### src/hw/rtl/gtmd_pkg.sv
package gtmd_pkg;

    localparam int RATE_W    = 16;
    localparam int GAIN_W    = 32;
    localparam int MULT_W    = 24;
    localparam int DELTA_W   = 16;
    localparam int CFG_W     = 32;
    localparam int CFG_IDX_W = 2;

    typedef enum logic [CFG_IDX_W-1:0] {
        REG_GAIN_X = 2'd0,
        REG_GAIN_Y = 2'd1,
        REG_MULT   = 2'd2
    } cfg_reg_t;

    localparam logic signed [GAIN_W-1:0]  GAIN_RESET = 32'sd65536;
    localparam logic        [MULT_W-1:0]  MULT_RESET = 24'd65536;
    localparam logic signed [DELTA_W-1:0] DELTA_MAX  = 16'sh7fff;
    localparam logic signed [DELTA_W-1:0] DELTA_MIN  = 16'sh8000;

    typedef struct packed {
        logic signed [RATE_W-1:0] rate_x;
        logic signed [RATE_W-1:0] rate_y;
        logic                     emit;
    } sample_t;

    typedef struct packed {
        logic signed [DELTA_W-1:0] delta_x;
        logic signed [DELTA_W-1:0] delta_y;
    } delta_t;

    typedef struct packed {
        logic                      valid;
        logic signed [DELTA_W-1:0] delta;
    } lane_res_t;

endpackage

### src/hw/rtl/gtmd_merge.sv
module gtmd_merge
    import gtmd_pkg::*;
(
    input  logic      clk,
    input  logic      rst_n,
    input  logic      accept,
    input  logic      emit,
    input  lane_res_t res_x,
    input  lane_res_t res_y,
    output logic      take,
    output logic      delta_valid,
    input  logic      delta_ready,
    output delta_t    delta
);

    logic   emit_reg, emit_next;
    logic   valid_reg, valid_next;
    delta_t data_reg, data_next;

    assign take = res_x.valid && res_y.valid && (!valid_reg || delta_ready);

    always_comb
    begin
        emit_next  = accept ? emit : emit_reg;
        valid_next = valid_reg && !delta_ready;
        data_next  = data_reg;
        if (take)
        begin
            valid_next = emit_reg;
            if (emit_reg)
            begin
                data_next.delta_x = res_x.delta;
                data_next.delta_y = res_y.delta;
            end
        end
    end

    always_ff @(posedge clk or negedge rst_n)
    begin
        if (!rst_n)
        begin
            valid_reg <= 1'b0;
        end
        else
        begin
            valid_reg <= valid_next;
        end
    end

    always_ff @(posedge clk)
    begin
        emit_reg <= emit_next;
        data_reg <= data_next;
    end

    assign delta_valid = valid_reg;
    assign delta       = data_reg;

endmodule

### config.mk
export PLATFORM = sky130hd
export DESIGN_NAME = gtmd_merge
export DESIGN_NICKNAME = d
export VERILOG_FILES = /design/src/hw/rtl/gtmd_pkg.sv /design/src/hw/rtl/gtmd_merge.sv
export SDC_FILE = /design/constraint.sdc
export NUM_CORES = 1
export LEC_CHECK = 0
export ABC_AREA = 0
export BUFFER_PORTS_ARGS = -buffer_cell sky130_fd_sc_hd__buf_4
export CORE_MARGIN = 2
export CORE_UTILIZATION = 42
export DETAILED_ROUTE_END_ITERATION = 16
export HOLD_SLACK_MARGIN = 0.06
export PLACE_DENSITY = 0.81
export SYNTH_ARGS = -nofsm -noshare
export SYNTH_HDL_FRONTEND = slang
export SYNTH_SLANG_ARGS = --single-unit
### constraint.sdc
create_clock -name clk -period 6.3 [get_ports clk]
set_input_delay 1.26 -clock clk [delete_from_list [all_inputs] [get_ports clk]]
set_output_delay 1.26 -clock clk [all_outputs]
set_load 0.01 [all_outputs]
==> results.cfg <==
[status]
outcome = finished clean

[floorplan]
placementRows = 18
core_um2 = 2430
io_pins = 73
start_util_pct = 43.3
die_w_um = 54.1
die_h_um = 54.1
fp.dieArea_um2 = 2920

[final_layout]
largest_reg_flops = 32
n_antenna_cell = 0
seqCellArea_um2 = 1020
nets = 159
final.fill_count = 168
drive_gt1_share_pct = 66.7
multi_input_area_um2 = 38.8
fin_cells = 150
final_util_pct = 69.3
syn_to_final_growth_pct = 60.2

[routing]
wl_per_cell_um = 15.3
avgViaCountPerCell = 4.48
wirelength_mm = 2.30
first_pass_iters = 5
vias = 672
drc = 0
drt-initial-drc-count = 15
ant_nets = 0

[synthesis]
netlist_area_um2 = 1050
synth_simple_gate_area_share_pct = 3.45
syn-num-nets = 79
synth_xor_area_share_pct = 0
synth.distinct_cells = 7
synth_compound_area_share_pct = 0
synth-seq-area-share_pct = 96.6
avgSynthCellArea_um2 = 26.3
syn_inst = 40
synth_seq_cells = 34
synthAdderAreaFrac_pct = 0
yosysWarnings = 0
synth.area.mux_share_pct = 0
synth_top_family_by_area = simple AND/OR/NAND/NOR gates

[grt]
grt_max_degree = 33
antenna_found_initial = 0
grt_pass1_wl_mm = 3.16
grt_use_total_pct = 16.7
overflow = 0
grt_pass1_vias = 641

[timing]
fmax_mhz = 338
slew_viol_final = 0
fin_crit_sh_pct = 47.0
setup_viol = 0
relSlewSlack_pct = 73.2
min_period_ns = 2.96
finalSetupTns_ns = 0
skew_ns = 0.00908
finalHoldViolCount = 0
rsz0062_at_grt = false
tightestPinTransition_ns = 0.401

[clock_network]
cts_root_buf = clkbuf_4
post-cts-setup-buffer-count = 0
cts.sinks = 34
insertion_delay_ns = 0.31
numCtsBuffers = 5
post_cts_resized = 0
cts_tree = yes
cts_buffer_depth = 2
htree_levels = 2
clk_pin_slew_ns = 0.09
cts_hold_buf = 0

[place]
dpl.cell_count = 143
port_buffers = 72
gp_congestion = 0.614
post-dp-hpwl_mm = 1.77

[worst_setup_path]
crit_chain = buf_4, nor2b_4, nor2_1, buf_4
crit_top_cell = buf_4
worstSetupStartpointType = input pin
required_ns = 5.04
critPathArrivalTime_ns = 1.70
critPathMaxFanout = 3
cp_slowest_stage_delay_ns = 0.14
crit_type = in2out
critPathCaptureType = output port
critPathSlowestCell = buf_4

[pwr]
switching_share_pct = 19.3
power_frac_clock_pct = 25.6
cellLeakagePower_nw = 0.712
p_int_mw = 0.324
p_sw_mw = 0.0774
power.density_nw_per_um2 = 238
seqPwrFrac_pct = 64.7
ir_worst_vdd_mv = 0.182
combPwrFrac_pct = 9.7

[worst_hold_path]
hold_class = reg2reg

[run]
maxCapViolations = 0
==> power by group through the flow <==
stage | logic, mW | clock network [mW] | registers [mW]
after floorplan | 0.00447 | 0 | 0.269
after global placement | 0.0375 | 0 | 0.264
after detailed placement | 0.0393 | 0 | 0.265
after CTS | 0.0393 | 0.107 | 0.260
after global routing | 0.0418 | 0.117 | 0.260
final | 0.0388 | 0.103 | 0.260
==> cell type report <==
type,instances,share of cell area (%)
Timing Repair Buffer,73,32.5
Clock buffer,7,2.67
Sequential cell,34,60.3
Tap cell,30,2.23
Multi-Input combinational cell,6,2.30
==> layout by cell type, fill, tap and decap left out <==
| cell | instances |
|---|---|
| nand2_1 | 1 |
| nor2_1 | 1 |
| buf_4 | 73 |
| clkbuf_4 | 5 |
| nor2_2 | 1 |
| nor2b_4 | 1 |
| dfrtp_1 | 1 |
| clkbuf_1 | 2 |
| nand3_1 | 1 |
| nand2b_1 | 1 |
| edfxtp_1 | 33 |
==> synth_stat cells (all sizes together) <==
library cell | number | area (µm²)
nand2 | 1 | 3.75
nor2b | 1 | 13.8
nand3 | 1 | 5.00
edfxtp | 33 | 991
nand2b | 1 | 6.26
dfrtp | 1 | 25.0
nor2 | 2 | 7.51
==> critical path, delay by kind of cell <==
family,cells,cell delay [ns]
buffers and inverters,2,0.26
AND/OR/NAND/NOR,2,0.18
==> per-layer routing <==
layer / vias to the layer above / GRT usage (%) / part of all wire [%] / wire length (µm)
met4: 0 / 8.75 / 1.0 / 24
met5: - / 0 / 0 / 0
met1: 303 / 18.9 / 36 / 827
met3: 4 / 7.50 / 13 / 304
met2: 50 / 26.6 / 50 / 1140
li1: 315 / - / - / -
==> kinds of logic (layout without fill, tap and decap cells) <==
family                 Yosys count  after routing
DFF                             34             34
and+or+nand+nor                  6              6
buffers and inverters            0             80
==> metrics by stage <==
stage	hold WS [ns]	total power, mW	area [µm²]	worst slack (ns)
5_1_grt	0.580	0.419	1690	3.31
2_1_floorplan	0.472	0.273	1050	3.17
3_3_place_gp	0.518	0.302	1640	3.37
4_1_cts	0.577	0.406	1690	3.35
3_5_place_dp	0.553	0.304	1640	3.35
6_report	0.565	0.401	1690	3.34
==> worst paths after layout <==
check	from	to	slack [ns]	cells past startpoint
worst max-delay path	delta_ready	take	3.34	4
worst min-delay path	emit_reg$_DFFE_PP_	delta_valid$_DFF_PN0_	0.56	2
worst max register to register	delta_valid$_DFF_PN0_	delta[1]$_DFFE_PP_	4.95	3
worst min register to register	emit_reg$_DFFE_PP_	delta_valid$_DFF_PN0_	0.56	2
max in group asynchronous	rst_n	delta_valid$_DFF_PN0_	5.52	1
min in group asynchronous	rst_n	delta_valid$_DFF_PN0_	0.70	1
No activity file was read; power rests on OpenSTA's default activity.
